<file path="src/rtl/md4_pkg.sv">
package md4_pkg;

  localparam logic [31:0] IV_A = 32'h6745_2301;
  localparam logic [31:0] IV_B = 32'hefcd_ab89;
  localparam logic [31:0] IV_C = 32'h98ba_dcfe;
  localparam logic [31:0] IV_D = 32'h1032_5476;

  localparam logic [31:0] K_ROUND1 = 32'h0000_0000;
  localparam logic [31:0] K_ROUND2 = 32'h5A82_7999;
  localparam logic [31:0] K_ROUND3 = 32'h6ED9_EBA1;

  localparam logic [7:0] PAD_BYTE    = 8'h80;
  localparam logic [5:0] LAST_STEP   = 6'd47;
  localparam logic [6:0] BLOCK_BYTES = 7'd64;
  localparam logic [6:0] LEN_POS     = 7'd56;
  localparam logic [2:0] WORD_BYTES  = 3'd4;

  localparam logic [1:0] RND_F = 2'd0;
  localparam logic [1:0] RND_G = 2'd1;
  localparam logic [1:0] RND_H = 2'd2;

  typedef enum logic [2:0] {
    S_IDLE,
    S_COMPRESS,
    S_SPILL,
    S_PAD,
    S_LENBLK,
    S_FINISH
  } state_t;

  // What follows the compression that is running
  typedef enum logic [1:0] {
    PH_DATA,
    PH_PAD1,
    PH_FINAL
  } phase_t;

  typedef struct packed {
    logic load_in;
    logic load_spill;
    logic pad;
    logic lenblk;
    logic step;
    logic finish;
  } cmd_t;

  typedef struct packed {
    logic full_in;
    logic fill_ge56;
    logic last_step;
    logic out_valid;
  } status_t;

  function automatic logic [31:0] round_f(input logic [1:0] rnd, input logic [31:0] x,
                                          input logic [31:0] y, input logic [31:0] z);
    logic [31:0] f;
    case (rnd)
      RND_F:   f = z ^ (x & (y ^ z));
      RND_G:   f = (x & y) | (x & z) | (y & z);
      default: f = x ^ y ^ z;
    endcase
    return f;
  endfunction

  function automatic logic [31:0] round_k(input logic [1:0] rnd);
    logic [31:0] k;
    case (rnd)
      RND_F:   k = K_ROUND1;
      RND_G:   k = K_ROUND2;
      default: k = K_ROUND3;
    endcase
    return k;
  endfunction

  function automatic logic [3:0] msg_index(input logic [1:0] rnd, input logic [3:0] j);
    logic [3:0] idx;
    case (rnd)
      RND_F:   idx = j;
      RND_G:   idx = {j[1:0], j[3:2]};
      default: idx = {j[0], j[1], j[2], j[3]};
    endcase
    return idx;
  endfunction

  function automatic logic [4:0] rot_amount(input logic [1:0] rnd, input logic [1:0] j);
    logic [4:0] s;
    case ({rnd, j})
      {RND_F, 2'd0}: s = 5'd3;
      {RND_F, 2'd1}: s = 5'd7;
      {RND_F, 2'd2}: s = 5'd11;
      {RND_F, 2'd3}: s = 5'd19;
      {RND_G, 2'd0}: s = 5'd3;
      {RND_G, 2'd1}: s = 5'd5;
      {RND_G, 2'd2}: s = 5'd9;
      {RND_G, 2'd3}: s = 5'd13;
      {RND_H, 2'd0}: s = 5'd3;
      {RND_H, 2'd1}: s = 5'd9;
      {RND_H, 2'd2}: s = 5'd11;
      default:       s = 5'd15;
    endcase
    return s;
  endfunction

  function automatic logic [31:0] rotl32(input logic [31:0] v, input logic [4:0] s);
    return (v << s) | (v >> (6'd32 - {1'b0, s}));
  endfunction

endpackage

</file>
<file path="src/rtl/md4_ctrl.sv">
module md4_ctrl (
  input  logic              clk,
  input  logic              rst,
  input  logic              in_valid,
  output logic              in_ready,
  input  logic              last,
  input  logic              out_ready,
  input  md4_pkg::status_t  status,
  output md4_pkg::cmd_t     cmd
);
  import md4_pkg::*;

  state_t state, state_next;
  phase_t phase, phase_next;
  logic   last_pend, last_pend_next;

  always_ff @(posedge clk) begin
    if (rst) begin
      state     <= S_IDLE;
      phase     <= PH_DATA;
      last_pend <= 1'b0;
    end else begin
      state     <= state_next;
      phase     <= phase_next;
      last_pend <= last_pend_next;
    end
  end

  always_comb begin
    state_next     = state;
    phase_next     = phase;
    last_pend_next = last_pend;
    cmd            = '0;
    in_ready       = 1'b0;
    unique case (state)
      S_IDLE: begin
        // hold off requests while reset is applied
        in_ready = !rst;
        if (in_valid && !rst) begin
          cmd.load_in    = 1'b1;
          last_pend_next = last;
          if (status.full_in) begin
            phase_next = PH_DATA;
            state_next = S_COMPRESS;
          end else if (last) begin
            state_next = S_PAD;
          end
        end
      end
      S_COMPRESS: begin
        cmd.step = 1'b1;
        if (status.last_step) begin
          unique case (phase)
            PH_DATA:  state_next = S_SPILL;
            PH_PAD1:  state_next = S_LENBLK;
            PH_FINAL: state_next = S_FINISH;
            default:  state_next = S_IDLE;
          endcase
        end
      end
      S_SPILL: begin
        // place bytes that overran the block just compressed
        cmd.load_spill = 1'b1;
        state_next     = last_pend ? S_PAD : S_IDLE;
      end
      S_PAD: begin
        cmd.pad    = 1'b1;
        phase_next = status.fill_ge56 ? PH_PAD1 : PH_FINAL;
        state_next = S_COMPRESS;
      end
      S_LENBLK: begin
        cmd.lenblk = 1'b1;
        phase_next = PH_FINAL;
        state_next = S_COMPRESS;
      end
      S_FINISH: begin
        // hold until the previous digest is taken
        if (!status.out_valid || out_ready) begin
          cmd.finish = 1'b1;
          state_next = S_IDLE;
        end
      end
      default: state_next = S_IDLE;
    endcase
  end

`ifndef ASSERT_OFF
  a_cmd_onehot: assert property (@(posedge clk) disable iff (rst)
    $onehot0({cmd.load_in, cmd.load_spill, cmd.pad, cmd.lenblk, cmd.step, cmd.finish}))
    else $error("more than one datapath command at once");

  a_compress_exit: assert property (@(posedge clk) disable iff (rst)
    (state == S_COMPRESS && status.last_step) |=> state != S_COMPRESS)
    else $error("compression did not end after the last step");

  a_full_compress: assert property (@(posedge clk) disable iff (rst)
    (cmd.load_in && status.full_in) |=> state == S_COMPRESS)
    else $error("full block not compressed");
`endif

endmodule

</file>
<file path="src/rtl/md4_datapath.sv">
module md4_datapath (
  input  logic              clk,
  input  logic              rst,
  input  md4_pkg::cmd_t     cmd,
  output md4_pkg::status_t  status,
  input  logic [31:0]       data_word,
  input  logic [2:0]        byte_count,
  input  logic              out_ready,
  output logic              out_valid,
  output logic [31:0]       digest_a,
  output logic [31:0]       digest_b,
  output logic [31:0]       digest_c,
  output logic [31:0]       digest_d
);
  import md4_pkg::*;

  logic [31:0] blk [16];
  logic [31:0] blk_next [16];
  logic [6:0]  fill;
  logic [60:0] total;
  logic [5:0]  step;
  logic [31:0] ca, cb, cc, cd;
  logic [31:0] ra, rb, rc, rd;
  logic [23:0] spill_data;
  logic [1:0]  spill_cnt;

  logic [2:0]  cnt_in;
  logic [6:0]  room;
  logic [2:0]  n_in;
  logic        wr_en;
  logic [31:0] wr_src;
  logic [2:0]  wr_n;
  logic [31:0] len_lo, len_hi;
  logic        len_wr;

  logic [1:0]  rnd;
  logic [3:0]  j;
  logic [31:0] sum;
  logic [31:0] newv;

  assign cnt_in = (byte_count > WORD_BYTES) ? WORD_BYTES : byte_count;
  assign room   = BLOCK_BYTES - fill;
  assign n_in   = ({4'd0, cnt_in} < room) ? cnt_in : room[2:0];

  assign wr_en  = cmd.load_in || cmd.load_spill;
  assign wr_src = cmd.load_spill ? {8'd0, spill_data} : data_word;
  assign wr_n   = cmd.load_spill ? {1'b0, spill_cnt} : n_in;

  assign len_lo = {total[28:0], 3'b000};
  assign len_hi = total[60:29];
  assign len_wr = (cmd.pad && (fill < LEN_POS)) || cmd.lenblk;

  assign status.full_in   = (fill + {4'd0, n_in}) == BLOCK_BYTES;
  assign status.fill_ge56 = fill >= LEN_POS;
  assign status.last_step = step == LAST_STEP;
  assign status.out_valid = out_valid;

  always_comb begin
    logic [6:0] p;
    logic [6:0] d;
    logic [7:0] nb;
    for (int w = 0; w < 16; w++) begin
      for (int b = 0; b < 4; b++) begin
        p  = 7'(w * 4 + b);
        d  = p - fill;
        nb = blk[w][8*b +: 8];
        if (wr_en && (p >= fill) && (d < {4'd0, wr_n})) begin
          nb = wr_src[{d[1:0], 3'b000} +: 8];
        end
        if (cmd.pad) begin
          if (p == fill) begin
            nb = PAD_BYTE;
          end else if (p > fill) begin
            nb = 8'd0;
          end
        end
        if (cmd.lenblk) begin
          nb = 8'd0;
        end
        blk_next[w][8*b +: 8] = nb;
      end
    end
    if (len_wr) begin
      blk_next[14] = len_lo;
      blk_next[15] = len_hi;
    end
  end

  // one MD4 step per cycle; registers rotate so the target is always ra
  assign rnd  = step[5:4];
  assign j    = step[3:0];
  assign sum  = ra + round_f(rnd, rb, rc, rd) + blk[msg_index(rnd, j)] + round_k(rnd);
  assign newv = rotl32(sum, rot_amount(rnd, j[1:0]));

  always_ff @(posedge clk) begin
    if (rst) begin
      ca        <= IV_A;
      cb        <= IV_B;
      cc        <= IV_C;
      cd        <= IV_D;
      ra        <= IV_A;
      rb        <= IV_B;
      rc        <= IV_C;
      rd        <= IV_D;
      fill      <= '0;
      total     <= '0;
      step      <= '0;
      out_valid <= 1'b0;
    end else begin
      if (cmd.load_in) begin
        fill  <= fill + {4'd0, n_in};
        total <= total + 61'(cnt_in);
      end
      if (cmd.load_spill) begin
        fill <= {5'd0, spill_cnt};
      end
      if (cmd.step) begin
        if (step == LAST_STEP) begin
          // fold working words into the chaining value
          ca   <= ca + rd;
          cb   <= cb + newv;
          cc   <= cc + rb;
          cd   <= cd + rc;
          ra   <= ca + rd;
          rb   <= cb + newv;
          rc   <= cc + rb;
          rd   <= cd + rc;
          step <= '0;
          fill <= '0;
        end else begin
          ra   <= rd;
          rb   <= newv;
          rc   <= rb;
          rd   <= rc;
          step <= step + 6'd1;
        end
      end
      if (cmd.finish) begin
        ca        <= IV_A;
        cb        <= IV_B;
        cc        <= IV_C;
        cd        <= IV_D;
        ra        <= IV_A;
        rb        <= IV_B;
        rc        <= IV_C;
        rd        <= IV_D;
        fill      <= '0;
        total     <= '0;
        out_valid <= 1'b1;
      end else if (out_valid && out_ready) begin
        out_valid <= 1'b0;
      end
    end
  end

  always_ff @(posedge clk) begin
    for (int w = 0; w < 16; w++) begin
      blk[w] <= blk_next[w];
    end
    if (cmd.load_in) begin
      spill_data <= 24'(data_word >> {n_in, 3'b000});
      spill_cnt  <= 2'(cnt_in - n_in);
    end
    if (cmd.finish) begin
      digest_a <= ca;
      digest_b <= cb;
      digest_c <= cc;
      digest_d <= cd;
    end
  end

`ifndef ASSERT_OFF
  a_fill_range: assert property (@(posedge clk) disable iff (rst)
    fill <= BLOCK_BYTES)
    else $error("block fill beyond 64 bytes");

  a_finish_clear: assert property (@(posedge clk) disable iff (rst)
    cmd.finish |=> (fill == '0 && total == '0 && step == '0 && out_valid))
    else $error("message state not cleared after digest");

  a_step_wrap: assert property (@(posedge clk) disable iff (rst)
    (cmd.step && step == LAST_STEP) |=> (step == '0 && fill == '0))
    else $error("step counter or fill not cleared after compression");
`endif

endmodule

</file>
<file path="src/rtl/md4_digest_engine.sv">
// channel  direction  handshake             payload
// in       input      in_valid / in_ready   data_word, byte_count, last
// out      output     out_valid / out_ready digest_a, digest_b, digest_c, digest_d
//
// Each request is loaded while idle; each full 64-byte block is then compressed in
// 48 steps (one step per cycle through one adder chain), and the bytes that overran
// it are placed afterwards.
// The last request adds a pad step and a compression (twice over when
// 8 bytes or fewer remain in the block), then the digest is posted.
// Synchronous reset restores the initial chaining words and clears the fill, length and step counts.
// A pending digest does not block new requests; a next digest waits until it is taken.
module md4_digest_engine (
  input  logic        clk,
  input  logic        rst,
  input  logic        in_valid,
  output logic        in_ready,
  input  logic [31:0] data_word,
  input  logic [2:0]  byte_count,
  input  logic        last,
  output logic        out_valid,
  input  logic        out_ready,
  output logic [31:0] digest_a,
  output logic [31:0] digest_b,
  output logic [31:0] digest_c,
  output logic [31:0] digest_d
);
  import md4_pkg::*;

  cmd_t    cmd;
  status_t status;

  md4_ctrl u_ctrl (
    .clk       (clk),
    .rst       (rst),
    .in_valid  (in_valid),
    .in_ready  (in_ready),
    .last      (last),
    .out_ready (out_ready),
    .status    (status),
    .cmd       (cmd)
  );

  md4_datapath u_datapath (
    .clk        (clk),
    .rst        (rst),
    .cmd        (cmd),
    .status     (status),
    .data_word  (data_word),
    .byte_count (byte_count),
    .out_ready  (out_ready),
    .out_valid  (out_valid),
    .digest_a   (digest_a),
    .digest_b   (digest_b),
    .digest_c   (digest_c),
    .digest_d   (digest_d)
  );

endmodule

</file>
<file path="config.mk">
export PLATFORM = sky130hd
export DESIGN_NAME = md4_digest_engine
export DESIGN_NICKNAME = d
export VERILOG_FILES = /design/src/rtl/md4_pkg.sv /design/src/rtl/md4_ctrl.sv /design/src/rtl/md4_datapath.sv /design/src/rtl/md4_digest_engine.sv
export SDC_FILE = /design/constraint.sdc
export NUM_CORES = 2
export LEC_CHECK = 0
export ABC_CLOCK_PERIOD_IN_PS = 12100
export BUFFER_PORTS_ARGS = -buffer_cell sky130_fd_sc_hd__buf_4
export CELL_PAD_IN_SITES_DETAIL_PLACEMENT = 0
export CELL_PAD_IN_SITES_GLOBAL_PLACEMENT = 2
export CORE_MARGIN = 4
export CORE_UTILIZATION = 40
export CTS_CLUSTER_DIAMETER = 150
export DETAILED_ROUTE_END_ITERATION = 12
export HOLD_SLACK_MARGIN = 0.03
export PLACE_DENSITY_LB_ADDON = 0.1
export SLEW_MARGIN = 10
export SYNTH_ARGS = -nofsm -noshare
export SYNTH_HDL_FRONTEND = slang
export SYNTH_SLANG_ARGS = --single-unit
</file>
<file path="constraint.sdc">
create_clock -name clk -period 12.1 [get_ports clk]
set_input_delay 0.605 -clock clk [delete_from_list [all_inputs] [get_ports clk]]
set_output_delay 0.605 -clock clk [all_outputs]
set_load 0.03 [all_outputs]
</file>
==> results.md <==
* Detailed Route WL at between 200000 and 250000 microns
* CORE AREA at 148000 sq um
* Top reg by flops: u_datapath.blk
* Critical Path Start Type: flop
* Max cap viols at 0
* Worst path arrival time at around 12000 ps
* Status: completed
* Boundary Pins at between 150 and 200
* Fraction of registers with async set/reset at 0
* Max reg flops at slightly above 500
* Top post-synthesis cells by area: dfxtp_1, mux2i_1, edfxtp_1, ha_1, nor2_1
* Syn_area_per_cell at 8.93 sq um
* Max clock buf depth at 3
* CTS Buf Count at 116
* RSZ-0062 raised after global routing: false
* # port buffers at 169
* DR vias/cell at between 5 and 6
* Chip height at just under 400 microns
* Crit-path slowest cell: a2111oi_0
* CTS tree: built
* Die ar. at about 160000 sq um
* Remaining antenna violation count at 0
* # Post-CTS Setup Buffers at 0
* Relative slew slack at 0.101
* Clock H-tree levels at 3
* Power consumption at between 0.015 and 0.02 W
* Sequential area share after synthesis at 0.363
* CTS sink cnt at 1007
* Number of global-route vias before repair at between 50000 and 60000
* Worst VDD drop at about 220 uV
* First-pass GRT wire length at around 350000 microns
* Largest net degree at the start of global routing at approximately 130
* CP max FO at 22
* Setup crit end kind: flop
* Synthesized area at approximately 60000 sq um
* Critical path class: reg -> reg
* Clock Root Buffer: clkbuf_16
* Worst-Margin Slew at about 1300 ps
* Post-synthesis register bit count at just over 1000
* Die Wd at between 300 and 400 microns
* Final Max Tran Viols at 0
* Lkg Pwr at 28.4 nW
* Top cell type's share of synthesized area at 0.286
* Yosys top cell by area: dfxtp_1
* Final weighted congestion in routability-driven placement at between 0.9 and 1
* Worst EP required at about 13000 ps
* Total track usage at 0.301
* Endpoints failing setup at 0
* Final period util at 0.930
* Grt total ovfl at 0
* Net Count, Synth at around 7100
* PwrDens at about 260 nW/um^2
* Hold Violations, Final at 0
* Num rows at approximately 140
* Starting Density at 0.403
* DRC viols at 0
* Clock Skew at a little under 70 ps
* Clock transition at path regs at 60 ps
* Vias at a little over 50000
* Min cycle time layout at about 11000 ps
* Final core occ at 0.456
* Setup_tns at 0 ps
* Initial DRC count at 4158
* Main synth FF type: dfxtp_1
* Peak Freq at ~0.089 GHz
* Final nets at ~7100
* Area Growth Syn to Fin at 13.0%
* Initial DRT Pass Iterations at 6
* Number of flops mapped to enable cells by yosys at 154
* Antenna violations before repair at 7
* Largest regs: u_datapath.blk: 512 flops, u_datapath.total: 61 flops
* Synth unique cells at 96
* Latest clock arrival within the worst-skew pair at approximately 800 ps
* Detailed Place HPWL at between 150000 and 200000 microns
* Yosys warning count at 0
* Crit path largest cell delay at around 930 ps
* Worst min path class: in -> reg
* Share of post-route cells with drive strength above 1 at 0.117
* Syn Inst Count at around 6700
* Wirelength per Cell at 27.6 microns
[area by class of cell]
| type | instances | area [sq um] |
|---|---|---|
| Antenna cell | 1 | 2.50 |
| Multi-Input combinational cell | 5141 | 36300 |
| Timing Repair Buffer | 309 | 2460 |
| Sequential cell | 1007 | 21700 |
| Fill cell | 14464 | 80700 |
| Clock buffer | 150 | 3220 |
| Clock inverter | 70 | 855 |
| Inverter | 159 | 597 |
| Tap cell | 1930 | 2410 |
[cell usage after synthesis (61+ instances only)]
master / number
a211oi_1: 81
a21o_1: 121
a21oi_1: 399
buf_1: 65
clkbuf_1: 320
dfxtp_1: 853
edfxtp_1: 154
fa_1: 61
ha_1: 273
inv_1: 151
mux2i_1: 636
mux4_2: 131
nand2_1: 815
nand3_1: 169
nor2_1: 891
nor3_1: 67
o211ai_1: 80
o21ai_0: 356
xnor2_1: 137
xor2_1: 93
[logic make-up after synthesis]
| kind of cell | Yosys count | share of synthesized area |
|---|---|---|
| simple gates | 2277 | 0.167 |
| compound gates | 1483 | 0.159 |
| flops | 1007 | 0.363 |
| mux | 817 | 0.165 |
| buf+inv | 548 | 0.0345 |
| fa+ha+maj | 334 | 0.0776 |
| xor+xnor | 230 | 0.0337 |
[routing by layer]
metal  wire (microns)  vias up  GRT usage
li1                 -    24177          -
met1           101000    25353      0.380
met2           114000     1652      0.506
met3            13000      440     0.0433
met4            13500        4      0.144
met5               24        -          0
[power by group]
part	internal [W]	switching [W]	total (W)	leakage [nW]
sequential	0.00393	0.000413	0.00435	8.49
clock	0.00215	0.00159	0.00375	2.00
combinational	0.00370	0.00590	0.00960	17.9
total	0.00979	0.00790	0.0177	28.4
[repair_timing]
action | 4_1_cts | 5_1_grt
hold endpoints to repair | 1 | 0
hold buffers | 1 | 0
resized for setup | 0 | 0
endpoints found under the setup margin | 0 | 0
[path summary, 6_finish.rpt]
check,from,end,slack [ps],cells past startpoint
worst max-delay path,u_datapath.step[4],u_datapath.rb[31],850,35
worst min-delay path,data_word[31],u_datapath.spill_data[15],190,3
worst max register to register,u_datapath.step[4],u_datapath.rb[31],850,35
worst min register to register,u_datapath.cc[7],u_datapath.digest_c[7],470,0
[worst max-delay path, delay by kind of cell (launching register included)]
family,cells,cell delay [ps]
buffers and inverters,2,380
AND/OR/NAND/NOR,7,1060
flip-flops,1,690
XOR/XNOR,1,180
multiplexers,5,1650
adder cells (fa/ha/maj),5,1860
AO/OA/AOI/OAI,15,5260
[through the flow]
| step | hold WS [ps] | cell area, sq um | worst slack [ps] | std cells |
|---|---|---|---|---|
| 6_report | 191 | 67500 | 853 | 8767 |
| 3_5_place_dp | 453 | 63500 | 822 | 8545 |
| 5_1_grt | 176 | 67500 | 63.3 | 8766 |
| 3_3_place_gp | 450 | 63500 | 919 | 8545 |
| 4_1_cts | 146 | 67500 | 802 | 8766 |
| 2_1_floorplan | 432 | 59800 | 1990 | 6696 |
[cell usage in the layout (no fill, tap or decap), types with 37 or more instances in the layout]
cell / Yosys / layout
nor2_1: 891 / 883
dfxtp_1: 853 / 849
nand2_1: 815 / 812
mux2i_1: 636 / 636
a21oi_1: 399 / 396
o21ai_0: 356 / 355
buf_4: 0 / 297
ha_1: 273 / 273
nand3_1: 169 / 168
edfxtp_1: 154 / 154
inv_1: 151 / 149
xnor2_1: 137 / 137
mux4_2: 131 / 131
a21o_1: 121 / 121
clkbuf_16: 0 / 116
xor2_1: 93 / 93
a211oi_1: 81 / 81
o211ai_1: 80 / 80
nor3_1: 67 / 67
fa_1: 61 / 61
mux2_2: 49 / 49
and2_1: 49 / 48
a221o_1: 43 / 43
nor2b_1: 40 / 39
and3_1: 39 / 38
nand4_1: 37 / 37
Power figures use the tool's default switching activity.
